<file path="src/rtl/flspm_pkg.sv">
// Package with constants and reset values for the flash log sector pointer manager.
package flspm_pkg;

  // Request codes carried by req_type.
  localparam logic [1:0] REQ_APPEND = 2'd0;
  localparam logic [1:0] REQ_READ   = 2'd1;
  localparam logic [1:0] REQ_CLEAR  = 2'd2;

  // Configuration register indexes.
  localparam logic [2:0] CFG_SLOT0_BASE  = 3'd0;
  localparam logic [2:0] CFG_SLOT1_BASE  = 3'd1;
  localparam logic [2:0] CFG_SLOT2_BASE  = 3'd2;
  localparam logic [2:0] CFG_SLOT3_BASE  = 3'd3;
  localparam logic [2:0] CFG_FIRST_SPAN  = 3'd4;
  localparam logic [2:0] CFG_OTHER_SPAN  = 3'd5;
  localparam logic [2:0] CFG_CKPT_BYTES  = 3'd6;

  // Reset values of the configuration registers.
  localparam logic [31:0] SLOT0_BASE_RST = 32'h0801_0000;
  localparam logic [31:0] SLOT1_BASE_RST = 32'h0802_0000;
  localparam logic [31:0] SLOT2_BASE_RST = 32'h0804_0000;
  localparam logic [31:0] SLOT3_BASE_RST = 32'h0806_0000;
  localparam logic [21:0] FIRST_SPAN_RST = 22'd65535;
  localparam logic [21:0] OTHER_SPAN_RST = 22'd131071;
  localparam logic [12:0] CKPT_BYTES_RST = 13'd2048;

  // Largest read chunk in bytes, and the number of slots in use.
  localparam int unsigned READ_CHUNK = 1024;
  localparam int unsigned SLOT_COUNT = 4;
  localparam logic [1:0] LAST_SLOT =
      (SLOT_COUNT > 4) ? 2'd3 : 2'(SLOT_COUNT - 1);

  localparam logic [31:0] READ_CHUNK_W = 32'(READ_CHUNK);
  localparam logic [12:0] COUNT_MAX    = 13'd8191;

endpackage

</file>
<file path="src/rtl/flash_log_sector_pointer_manager_unit.sv">
// Top level of the flash log sector pointer manager: request decode and pointer state.
// Requests pass the input stage register, then the output register; a stall can hold them.
// One item per cycle unless stalled; all pointer state updates in the single execute stage.
// The output register decouples the sides: a stalled result still lets the input stage fill.
// Reset (async, active low): configuration returns to its defaults, the log is empty,
// and the checkpoint byte count is zero. Configuration writes are always taken.
module flash_log_sector_pointer_manager_unit (
  input  logic        clk_i,
  input  logic        rst_ni,
  // Request channel
  input  logic        in_valid_i,
  output logic        in_stall_o,
  input  logic [1:0]  req_type_i,
  input  logic [7:0]  record_length_i,
  // Result channel
  output logic        out_valid_o,
  input  logic        out_stall_i,
  output logic        status_o,
  output logic        erase_now_o,
  output logic [1:0]  erase_slot_o,
  output logic [31:0] start_address_o,
  output logic [10:0] byte_length_o,
  output logic        checkpoint_o,
  // Configuration write channel
  input  logic        cfg_valid_i,
  output logic        cfg_ready_o,
  input  logic [2:0]  cfg_index_i,
  input  logic [31:0] cfg_data_i
);
  import flspm_pkg::*;

  // Configuration registers
  logic [31:0] slot_base_q [4];
  logic [21:0] first_span_q;
  logic [21:0] other_span_q;
  logic [12:0] ckpt_bytes_q;

  // Log state
  logic [31:0] wp_q, wp_d;
  logic [31:0] rp_q, rp_d;
  logic [1:0]  ws_q, ws_d;
  logic [1:0]  rs_q, rs_d;
  logic        erased_q, erased_d;
  logic [31:0] wend_q [4];
  logic [31:0] wend_d [4];
  logic [12:0] cnt_q, cnt_d;

  // Input stage
  logic        s1_valid_q;
  logic [1:0]  req_q;
  logic [7:0]  len_q;

  // Output stage
  logic        out_valid_q;
  logic        status_q, erase_now_q, ckpt_q;
  logic [1:0]  erase_slot_q;
  logic [31:0] start_q;
  logic [10:0] blen_q;

  logic        status_d, erase_now_d, ckpt_d;
  logic [1:0]  erase_slot_d;
  logic [31:0] start_d;
  logic [10:0] blen_d;

  logic out_free, fire, in_fire;

  assign out_free   = !out_valid_q || !out_stall_i;
  assign fire       = s1_valid_q && out_free;
  assign in_stall_o = s1_valid_q && !out_free;
  assign in_fire    = in_valid_i && !in_stall_o;
  assign cfg_ready_o = 1'b1;

  // Append datapath signals
  logic [31:0] base_ws, base_ws_inc, wp_place, wp_adv;
  logic [21:0] span_ws;
  logic [32:0] limit_w, sum_w;
  logic        nofit, full;
  logic [1:0]  ws_inc, ws_new;
  logic        erased_place;
  logic [13:0] cnt_sum;
  logic [12:0] cnt_sat;
  logic        ckpt_hit;

  // Read datapath signals
  logic [31:0] end_cur, end_next, base_rs_inc, diff_cur, diff_next, len_next;
  logic        rd_far, rd_rest;
  logic [1:0]  rs_inc;

  always_comb begin
    ws_inc       = ws_q + 2'd1;
    base_ws      = slot_base_q[ws_q];
    base_ws_inc  = slot_base_q[ws_inc];
    span_ws      = (ws_q == 2'd0) ? first_span_q : other_span_q;
    limit_w      = {1'b0, base_ws} + 33'(span_ws);
    sum_w        = {1'b0, wp_q} + 33'(len_q);
    nofit        = sum_w > limit_w;
    full         = nofit && (ws_q >= LAST_SLOT);
    ws_new       = nofit ? ws_inc : ws_q;
    wp_place     = nofit ? base_ws_inc : wp_q;
    erased_place = nofit ? 1'b0 : erased_q;
    wp_adv       = wp_place + 32'(len_q);
    cnt_sum      = {1'b0, cnt_q} + 14'(len_q);
    cnt_sat      = (cnt_sum > 14'(COUNT_MAX)) ? COUNT_MAX : cnt_sum[12:0];
    ckpt_hit     = cnt_sat >= ckpt_bytes_q;

    rs_inc       = rs_q + 2'd1;
    end_cur      = wend_q[rs_q];
    end_next     = wend_q[rs_inc];
    base_rs_inc  = slot_base_q[rs_inc];
    rd_far       = ({1'b0, rp_q} + 33'(READ_CHUNK_W)) < {1'b0, end_cur};
    rd_rest      = rp_q < end_cur;
    diff_cur     = end_cur - rp_q;
    diff_next    = end_next - base_rs_inc;
    // Entering the next slot: clip to its written data and to one chunk.
    if (end_next > base_rs_inc) begin
      len_next = (diff_next > READ_CHUNK_W) ? READ_CHUNK_W : diff_next;
    end else begin
      len_next = '0;
    end
  end

  always_comb begin
    wp_d         = wp_q;
    rp_d         = rp_q;
    ws_d         = ws_q;
    rs_d         = rs_q;
    erased_d     = erased_q;
    wend_d       = wend_q;
    cnt_d        = cnt_q;
    status_d     = 1'b0;
    erase_now_d  = 1'b0;
    erase_slot_d = '0;
    start_d      = '0;
    blen_d       = '0;
    ckpt_d       = 1'b0;
    case (req_q)
      REQ_APPEND: begin
        if (full) begin
          status_d = 1'b1;
        end else begin
          ws_d           = ws_new;
          erased_d       = 1'b1;
          wp_d           = wp_adv;
          wend_d[ws_new] = wp_adv;
          erase_now_d    = !erased_place;
          erase_slot_d   = ws_new;
          start_d        = wp_place;
          blen_d         = 11'(len_q);
          ckpt_d         = ckpt_hit;
          cnt_d          = ckpt_hit ? '0 : cnt_sat;
        end
      end
      REQ_READ: begin
        if (rd_far) begin
          start_d = rp_q;
          blen_d  = READ_CHUNK_W[10:0];
          rp_d    = rp_q + READ_CHUNK_W;
        end else if (rd_rest) begin
          start_d = rp_q;
          blen_d  = diff_cur[10:0];
          rp_d    = end_cur;
        end else if (rs_q < ws_q) begin
          rs_d    = rs_inc;
          start_d = base_rs_inc;
          blen_d  = len_next[10:0];
          rp_d    = base_rs_inc + len_next;
        end else begin
          status_d = 1'b1;
        end
      end
      REQ_CLEAR: begin
        wp_d     = slot_base_q[0];
        rp_d     = slot_base_q[0];
        ws_d     = '0;
        rs_d     = '0;
        erased_d = 1'b0;
        for (int i = 0; i < 4; i++) begin
          wend_d[i] = '0;
        end
      end
      default: begin
        status_d = 1'b1;
      end
    endcase
  end

  // Configuration registers
  always_ff @(posedge clk_i or negedge rst_ni) begin
    if (!rst_ni) begin
      slot_base_q[0] <= SLOT0_BASE_RST;
      slot_base_q[1] <= SLOT1_BASE_RST;
      slot_base_q[2] <= SLOT2_BASE_RST;
      slot_base_q[3] <= SLOT3_BASE_RST;
      first_span_q   <= FIRST_SPAN_RST;
      other_span_q   <= OTHER_SPAN_RST;
      ckpt_bytes_q   <= CKPT_BYTES_RST;
    end else if (cfg_valid_i) begin
      unique case (cfg_index_i)
        CFG_SLOT0_BASE: slot_base_q[0] <= cfg_data_i;
        CFG_SLOT1_BASE: slot_base_q[1] <= cfg_data_i;
        CFG_SLOT2_BASE: slot_base_q[2] <= cfg_data_i;
        CFG_SLOT3_BASE: slot_base_q[3] <= cfg_data_i;
        CFG_FIRST_SPAN: first_span_q   <= cfg_data_i[21:0];
        CFG_OTHER_SPAN: other_span_q   <= cfg_data_i[21:0];
        CFG_CKPT_BYTES: ckpt_bytes_q   <= cfg_data_i[12:0];
        default: ;
      endcase
    end
  end

  // Log state
  always_ff @(posedge clk_i or negedge rst_ni) begin
    if (!rst_ni) begin
      wp_q     <= SLOT0_BASE_RST;
      rp_q     <= SLOT0_BASE_RST;
      ws_q     <= '0;
      rs_q     <= '0;
      erased_q <= 1'b0;
      cnt_q    <= '0;
      for (int i = 0; i < 4; i++) begin
        wend_q[i] <= '0;
      end
    end else if (fire) begin
      wp_q     <= wp_d;
      rp_q     <= rp_d;
      ws_q     <= ws_d;
      rs_q     <= rs_d;
      erased_q <= erased_d;
      cnt_q    <= cnt_d;
      wend_q   <= wend_d;
    end
  end

  // Valid flags of the two stages
  always_ff @(posedge clk_i or negedge rst_ni) begin
    if (!rst_ni) begin
      s1_valid_q  <= 1'b0;
      out_valid_q <= 1'b0;
    end else begin
      if (in_fire) begin
        s1_valid_q <= 1'b1;
      end else if (fire) begin
        s1_valid_q <= 1'b0;
      end
      if (fire) begin
        out_valid_q <= 1'b1;
      end else if (!out_stall_i) begin
        out_valid_q <= 1'b0;
      end
    end
  end

  // Payload registers
  always_ff @(posedge clk_i) begin
    if (in_fire) begin
      req_q <= req_type_i;
      len_q <= record_length_i;
    end
    if (fire) begin
      status_q     <= status_d;
      erase_now_q  <= erase_now_d;
      erase_slot_q <= erase_slot_d;
      start_q      <= start_d;
      blen_q       <= blen_d;
      ckpt_q       <= ckpt_d;
    end
  end

  assign out_valid_o     = out_valid_q;
  assign status_o        = status_q;
  assign erase_now_o     = erase_now_q;
  assign erase_slot_o    = erase_slot_q;
  assign start_address_o = start_q;
  assign byte_length_o   = blen_q;
  assign checkpoint_o    = ckpt_q;

endmodule
</file>
<file path="config.mk">
export PLATFORM = sky130hd
export DESIGN_NAME = flash_log_sector_pointer_manager_unit
export DESIGN_NICKNAME = d
export VERILOG_FILES = /design/src/rtl/flspm_pkg.sv /design/src/rtl/flash_log_sector_pointer_manager_unit.sv
export SDC_FILE = /design/constraint.sdc
export NUM_CORES = 1
export LEC_CHECK = 0
export BUFFER_PORTS_ARGS = -buffer_cell sky130_fd_sc_hd__buf_4
export CAP_MARGIN = 10
export CORE_ASPECT_RATIO = 2
export CORE_MARGIN = 1.5
export CORE_UTILIZATION = 62
export CTS_BUF_LIST = sky130_fd_sc_hd__clkbuf_4
export CTS_CLUSTER_SIZE = 28
export DETAILED_ROUTE_END_ITERATION = 12
export GPL_ROUTABILITY_DRIVEN = 0
export PLACE_DENSITY = 0.79
export SYNTH_ARGS = -nofsm -noshare
export SYNTH_HDL_FRONTEND = slang
export SYNTH_SLANG_ARGS = --single-unit
export TNS_END_PERCENT = 20
</file>
<file path="constraint.sdc">
create_clock -name clk_i -period 34.5 [get_ports clk_i]
set_clock_uncertainty 0.1 [all_clocks]
set_input_delay 1.725 -clock clk_i [delete_from_list [all_inputs] [get_ports clk_i]]
set_output_delay 1.725 -clock clk_i [all_outputs]
set_load 0.1 [all_outputs]
</file>
==> results of run 1 <==
[registers in the layout (all words and copies together) (netlist names), 13 cells and up]
name,cells
slot_base_q,128
rp_q,32
other_span_q,22
start_address_o,32
wend_q,128
first_span_q,22
ckpt_bytes_q,13
wp_q,32
cnt_q,13
[metrics by stage]
step                instance area (µm²)  hold WS, ns
CTS                               36000        0.381
floorplan                         33400        0.350
finish                            36000        0.387
global route                      36000        0.398
detailed placement                34600        0.366
global placement                  34600        0.359
[cells by family (layout without fill, tap and decap cells)]
group / after synthesis / in the layout
compound gates: 823 / 823
flops: 455 / 455
buf+inv: 349 / 470
fa+ha+maj: 233 / 233
other cells: 2 / 25
simple gates: 1091 / 1091
mux: 424 / 424
xor+xnor: 157 / 157
[metal layers]
| metal | share of wire | wire, µm | vias to the layer above |
|---|---|---|---|
| met3 | 0.087 | 8920 | 558 |
| li1 | - | - | 13000 |
| met5 | 0 | 0 | - |
| met4 | 0.085 | 8730 | 0 |
| met2 | 0.49 | 50000 | 1684 |
| met1 | 0.34 | 35300 | 14200 |
[synthesized netlist by cell type (84+ instances only)]
| cell | instances | area (µm²) |
|---|---|---|
| nor2_1 | 237 | 890 |
| dfrtp_1 | 350 | 8760 |
| o21ai_0 | 237 | 1190 |
| xnor2_1 | 91 | 797 |
| nand2_1 | 363 | 1360 |
| ha_1 | 224 | 2800 |
| mux4_2 | 102 | 2300 |
| mux2i_1 | 84 | 841 |
| clkbuf_1 | 144 | 541 |
| inv_1 | 140 | 526 |
| mux2_2 | 238 | 2680 |
| a21oi_1 | 261 | 1310 |
| nand3_1 | 188 | 941 |
[critical path: cells and delay by family, from the launching register on]
| family | cells | cell delay [ns] |
|---|---|---|
| multiplexers | 2 | 0.70 |
| AND/OR/NAND/NOR | 11 | 2.78 |
| adder cells (fa/ha/maj) | 5 | 1.69 |
| AO/OA/AOI/OAI | 26 | 5.31 |
| XOR/XNOR | 1 | 0.28 |
| buffers and inverters | 5 | 0.75 |
| flip-flops | 1 | 0.64 |
[layout make-up]
cell class / instances / area [µm²]
Antenna cell: 4 / 10.0
Clock buffer: 163 / 1220
Clock inverter: 30 / 151
Fill cell: 4005 / 17300
Inverter: 140 / 526
Multi-Input combinational cell: 2749 / 20400
Sequential cell: 455 / 11700
Tap cell: 671 / 840
Timing Repair Buffer: 137 / 1050
[worst max path at each step]
| stage | depth (start not counted) | end | from |
|---|---|---|---|
| 6_report | 50 | wp_q[30] | ws_q[0] |
| 5_1_grt | 50 | wp_q[30] | ws_q[0] |
| 4_1_cts | 50 | wp_q[30] | ws_q[0] |
| 3_5_place_dp | 50 | wp_q[30] | ws_q[0] |
| 3_3_place_gp | 50 | wp_q[30] | ws_q[0] |
| 2_1_floorplan | 56 | wp_q[30] | ws_q[0] |
==> run summary, run 1 <==
The count of hold buffers inserted by post-cts repair was 0. The number of placed instances, taps included, is 4,152. The area fraction in compound gates after synthesis is 0.150, and the slack of the worst reg-to-reg path is 22.16 ns. The total count of hold-check failures in the final report is 0, and the starting DRC count in detailed routing is 2,641. The post-detailed-route DRC marker count is 0.

The sort of element at the end of the critical path was a register. For the area inside the core boundary, the log shows 53,300 µm². For the iteration count of the initial detailed-routing pass, the log shows 6. Data on the critical path is required at its endpoint by 35.19 ns. The category of the most critical setup path was register to register. The logs give 0.675 for the fraction of the core area covered by cells at the end of the flow and 0 for the residual antenna-violating net count after detailed routing.

Summed over all layers, the global routing overflow is 0. In this run, CTS created clock tree buffers numbering 102. In this run the horizontal extent of the chip is 167 µm. The tools report the worst slack at placement as 22.27 ns.

The largest individual stage delay along the critical path comes from the cell or4_1. Synthesis produced a netlist whose cell count is 3,534. The post-synthesis xor/xnor area fraction was 0.0412; the number of max-cap violations was 0. The main combinational cell family by area after synthesis was multiplexers.

The number of gates resized after CTS was 0. The number of standard cells in the final layout excluding fillers is 4,349, and the average cell area after synthesis is 9.43 µm². The final number of setup-violating endpoints came out at 0.

The later pin in the worst-skew pair is clocked with a latency of 0.92 ns. Setup repair after global routing left no endpoint under its margin. The layout cell share with drive strength beyond 1 came out at 0.205.

The final layout net count is 3,866. The most utilized layer in the global route result was met2. The simple-gate share of the synthesized area is 0.153, and the post-synthesis sequential element count is 455. In the layout the commonest cells are nand2_1 (360), dfrtp_1 (347), a21oi_1 (261). After clock tree synthesis, the clock-pin slew on the worst setup and hold paths is 0.08 ns.

The mean number of vias per cell works out to 6.78. Worst slew slack as a fraction of its limit: 0.158. For the final routed database, the setup TNS stands at 0 ns. Prevailing post-synth register cell: dfrtp_1. The die covers 55,300 µm². The run gives 0.626 as the starting utilization of the core area.

The run finished with clean final reports. In this run the deepest clock path goes through 3 buffers. The global-route wire length before repair is 160,000 µm, and the highest fanout seen on the critical path is 32. The run gives 33,300 µm² as the combined area of all synthesized cells. Data arrives at the worst endpoint at 13.02 ns. The run gives 0.373 as the all-layer global routing usage. Pin placement for this block handled 101 I/O pins.

The transition time at the pin with the least slew margin is 1.26 ns. The sequential element share of the synthesized area came out at 0.352. In this run the core area contains 120 standard-cell rows.

The die is 331 µm tall. Summed over all layers, the routed wires come to 103,000 µm. Setup slack on the critical path of the routed design comes to 22.16 ns.

The minimum period implied by the final worst setup slack was 12.34 ns; the fraction of the mapped netlist area in adder cells was 0.0889. The share of flip-flops with an asynchronous set or reset was 0.873. Yosys mapped a number of flops with a built-in enable equal to 58. The multiplexer share of the synthesized area works out to 0.174. The startpoint identified for the worst hold timing path is erased_q.

The min-delay analysis places its worst path in the category register to register. During synthesis, Yosys emitted a total of 0 warnings. The run gives 0.413 as the met1 track demand over resource in global routing. The logs give 76,100 µm for the HPWL after detailed placement and 29,500 for the total vias in the final route. The cell seen most often among critical-path stages was a21oi_1. Based on the critical path, the design can be clocked at up to 81.1 MHz.

The run gives 455 as the clock sink count. Relative to the synthesized area, the layout overhead comes to 7.85%. The cell depth of the worst hold path was 1; the number of global-route vias before repair was 29,900. Yosys mapped the design onto 92 distinct sky130hd cell types. The largest stage delay on the critical path works out to 0.71 ns.

TritonCTS built the clock tree. Dividing the detail-routed wire length by the instance count gives 23.7 µm. The max-slew violation total from the final report was 0. The tools report the number of buffers added for setup after CTS as 0. Counting cells, the worst reg-to-reg path comes to 50. The leading cell type in the layout, fill and taps excluded is nand2_1.

For hold timing, the worst endpoint is erased_q. Port buffering added 99 buffers. The initial antenna violation count was 2; the depth of the CTS H-tree was 3. The final critical-path share of the clock period is 0.358, and the global-route met2 utilization is 0.630.

Launching point of the worst reg2reg path: ws_q[0]. STA classifies the critical path startpoint as a register. The worst register-to-register path ends at wp_q[30]. The tree is rooted in a clkbuf_4. The met3 track utilization from global routing was 0.0668; the largest net degree at the start of global routing was 175.
Power of run 1 is not shown: default switching activity piles up to over one toggle a cycle in this logic, so the estimate is an artifact.
==> run 2: changes to the inputs <==
==> constraint.sdc (replaced) <==
create_clock -name clk_i -period 12.5 [get_ports clk_i]
set_clock_uncertainty 0.1 [all_clocks]
set_input_delay 0.625 -clock clk_i [delete_from_list [all_inputs] [get_ports clk_i]]
set_output_delay 0.625 -clock clk_i [all_outputs]
set_load 0.1 [all_outputs]
==> run 2 against run 1 <==
Die area did not move. First-iteration DRC count rose by 11%. Highest routed layer unchanged. Critical path depth did not move.
==> run summary, run 2 (synthesized netlist as in run 1, its figures left out) <==
The total vias in the final route is 29,900 (was 29,500). Residual antenna-violating net count after detailed routing: 0 (unchanged). Commonest non-fill, non-tap cells in the layout: nand2_1 (360), dfrtp_1 (347), a21oi_1 (261) (unchanged).

The relative area change from synthesis to final layout is 9.39% (was 7.85%). The routed length per instance is 24.0 µm (was 23.7 µm). The tools report the starting DRC count in detailed routing as 2,937 (was 2,641). The transition time at the pin with the least slew margin is 1.29 ns (was 1.26 ns). The flow ran to the end, and the final reports show no timing, DRC or antenna violations. The layout cell share with drive strength beyond 1 was 0.200 (was 0.205); the total count of hold-check failures in the final report was 0 (unchanged). The maximum buffer depth of the clock tree was 3 (unchanged). For the required time reported for the critical path endpoint, the log shows 13.16 ns (was 35.19 ns). The number of buffers added for setup after CTS was 0 (unchanged); the upper clock frequency limit was 83.9 MHz (was 81.1 MHz). The all-layer global routing usage was 0.383 (was 0.373); the depth of the worst register-to-register path was 50 (unchanged). The die width was 167 µm (unchanged).

Worst slew slack as a fraction of its limit: 0.136 (was 0.158). The leading cell type in the layout, fill and taps excluded was nand2_1 (unchanged). The overall die area is 55,300 µm² (unchanged). The minimum period implied by the final worst setup slack was 11.92 ns (was 12.34 ns); the site row count was 120 (unchanged). The final critical-path share of the clock period is 0.954 (was 0.358). The highest fanout seen on the critical path is 23 (was 32), and the met1 track demand over resource in global routing is 0.423 (was 0.413). The die span in y was 331 µm (unchanged).

The tools report the sort of element at the end of the critical path as a register (unchanged). Setup repair after global routing left no endpoint under its margin. The starting utilization of the core area was 0.626 (unchanged); the clock sink count was 455 (unchanged). The number of buffers added by the clock tree synthesis step came out at 102 (unchanged).

The area inside the core boundary was 53,300 µm² (unchanged); the final layout net count was 3,917 (was 3,866). The library cell contributing the largest single delay on the critical path is or4_1 (unchanged). The global-route wire length before repair was 164,000 µm (was 160,000 µm); the HPWL after detailed placement was 76,300 µm (was 76,100 µm). The data arrival time of the critical path is 12.58 ns (was 13.02 ns), and the total I/O pin count is 101 (unchanged).

For the global-route met2 utilization, the log shows 0.648 (was 0.630). TritonCTS built the clock tree. The post-detailed-route DRC marker count was 0 (unchanged). The most utilized layer in the global route result is met2 (unchanged).

The max-slew violation total from the final report is 0 (unchanged), and the number of global-route vias before repair is 30,600 (was 29,900). The category of the most critical setup path was register to register (unchanged). The iteration count of the initial detailed-routing pass is 6 (unchanged), and the number of max-cap violations is 0 (unchanged). Cell at the root of the clock tree: clkbuf_4 (unchanged).

The overall overflow remaining after global route is 0 (unchanged), and the largest stage delay on the critical path is 0.70 ns (was 0.71 ns). The critical path launch point type was a register (unchanged). Number of buffers added on ports: 99 (unchanged). The class of the tightest hold or removal check is input port to asynchronous set/reset pin (was register to register).

The met3 track utilization from global routing came out at 0.0746 (was 0.0668). Depth of the CTS H-tree: 3 (unchanged). The largest net degree at the start of global routing came out at 162 (was 175). Final number of setup-violating endpoints: 0 (unchanged). For the number of fillers in the final layout, the log shows 3,930 (was 4,005). The total detailed-routing wirelength was 106,000 µm (was 103,000 µm). The clock slew seen by the registers of the worst setup and hold paths was 0.08 ns (about the same).

Leading registers by flop count: slot_base_q (128), wend_q (128) (unchanged). The logs give 0.94 ns (was 0.92 ns) for the insertion delay of the later-clocked pin in the worst-skew pair and 0 ns (unchanged) for the aggregate negative setup slack. The run gives 3 (was 2) as the initial antenna violation count. The cell seen most often among critical-path stages was a21oi_1 (unchanged). Mean number of vias per cell: 6.80 (was 6.78).
-- run 2: changes by cell type in the layout (fill, tap and decap cells not counted), sizes merged, moves of 2 or more --
cell	change
buf	+5
bufinv	+3
clkbuf	-26
clkinv	+24
dlygate4sd3	+46
inv	-2
-- run 2: worst max-delay path: cells and delay by family, from the launching register on --
kind	cells	cell delay (ns)
DFF	1	0.63
adders and majority gates	5	1.43
AOI/OAI and AO/OA	26	5.24
buffers and inverters	5	0.67
xor gates and xnor gates	1	0.28
and+or+nand+nor	11	2.78
muxes	2	0.65
-- run 2: cell type report --
| class | instances | area [µm²] | area share |
|---|---|---|---|
| well taps | 671 | 840 | 0.0230 |
| clock buffers | 137 | 1030 | 0.0282 |
| repair buffers | 188 | 1560 | 0.0427 |
| flip-flops and latches | 455 | 11700 | 0.322 |
| multi-input cells | 2749 | 20400 | 0.560 |
| inverters | 140 | 526 | 0.0144 |
| diodes | 5 | 12.5 | 0.000343 |
| clock inverters | 55 | 338 | 0.00926 |
-- run 2: final timing paths --
check                             end  slack [ns]     startpoint
setup / recovery             wp_q[30]        0.58        ws_q[0]
hold / removal             wend_q[27]        0.23         rst_ni
setup reg to reg             wp_q[30]        0.58        ws_q[0]
hold reg to reg              erased_q        0.39       erased_q
max in group asynchronous     rs_q[0]        9.94         rst_ni
min in group clk_i           req_q[0]        0.36  req_type_i[0]
-- run 2: what timing repair did --
item,in CTS,in global routing
hold buffers,46,0
endpoints found under the hold margin,307,0
resized for setup,0,1
endpoints found under the setup margin,0,1
-- run 2: layer usage --
metal	up-vias	routed length [µm]
met5	-	0
met4	0	8930
met3	538	9060
met2	1809	51300
met1	14400	36200
li1	13100	-
-- run 2: stage by stage --
stage               utilization  setup WS [ns]  hold WS (ns)  cells  cell area [µm²]
CTS                       0.684          0.637         0.293   4395            36500
floorplan                     -         0.0187         0.229   3553            33400
detailed placement        0.650          0.797         0.370   4157            34600
global route              0.684          0.118         0.328   4399            36500
global placement          0.650           1.19         0.360   4157            34600
finish                    0.684          0.577         0.229   4400            36500
Power of run 2 is left out for the same reason.
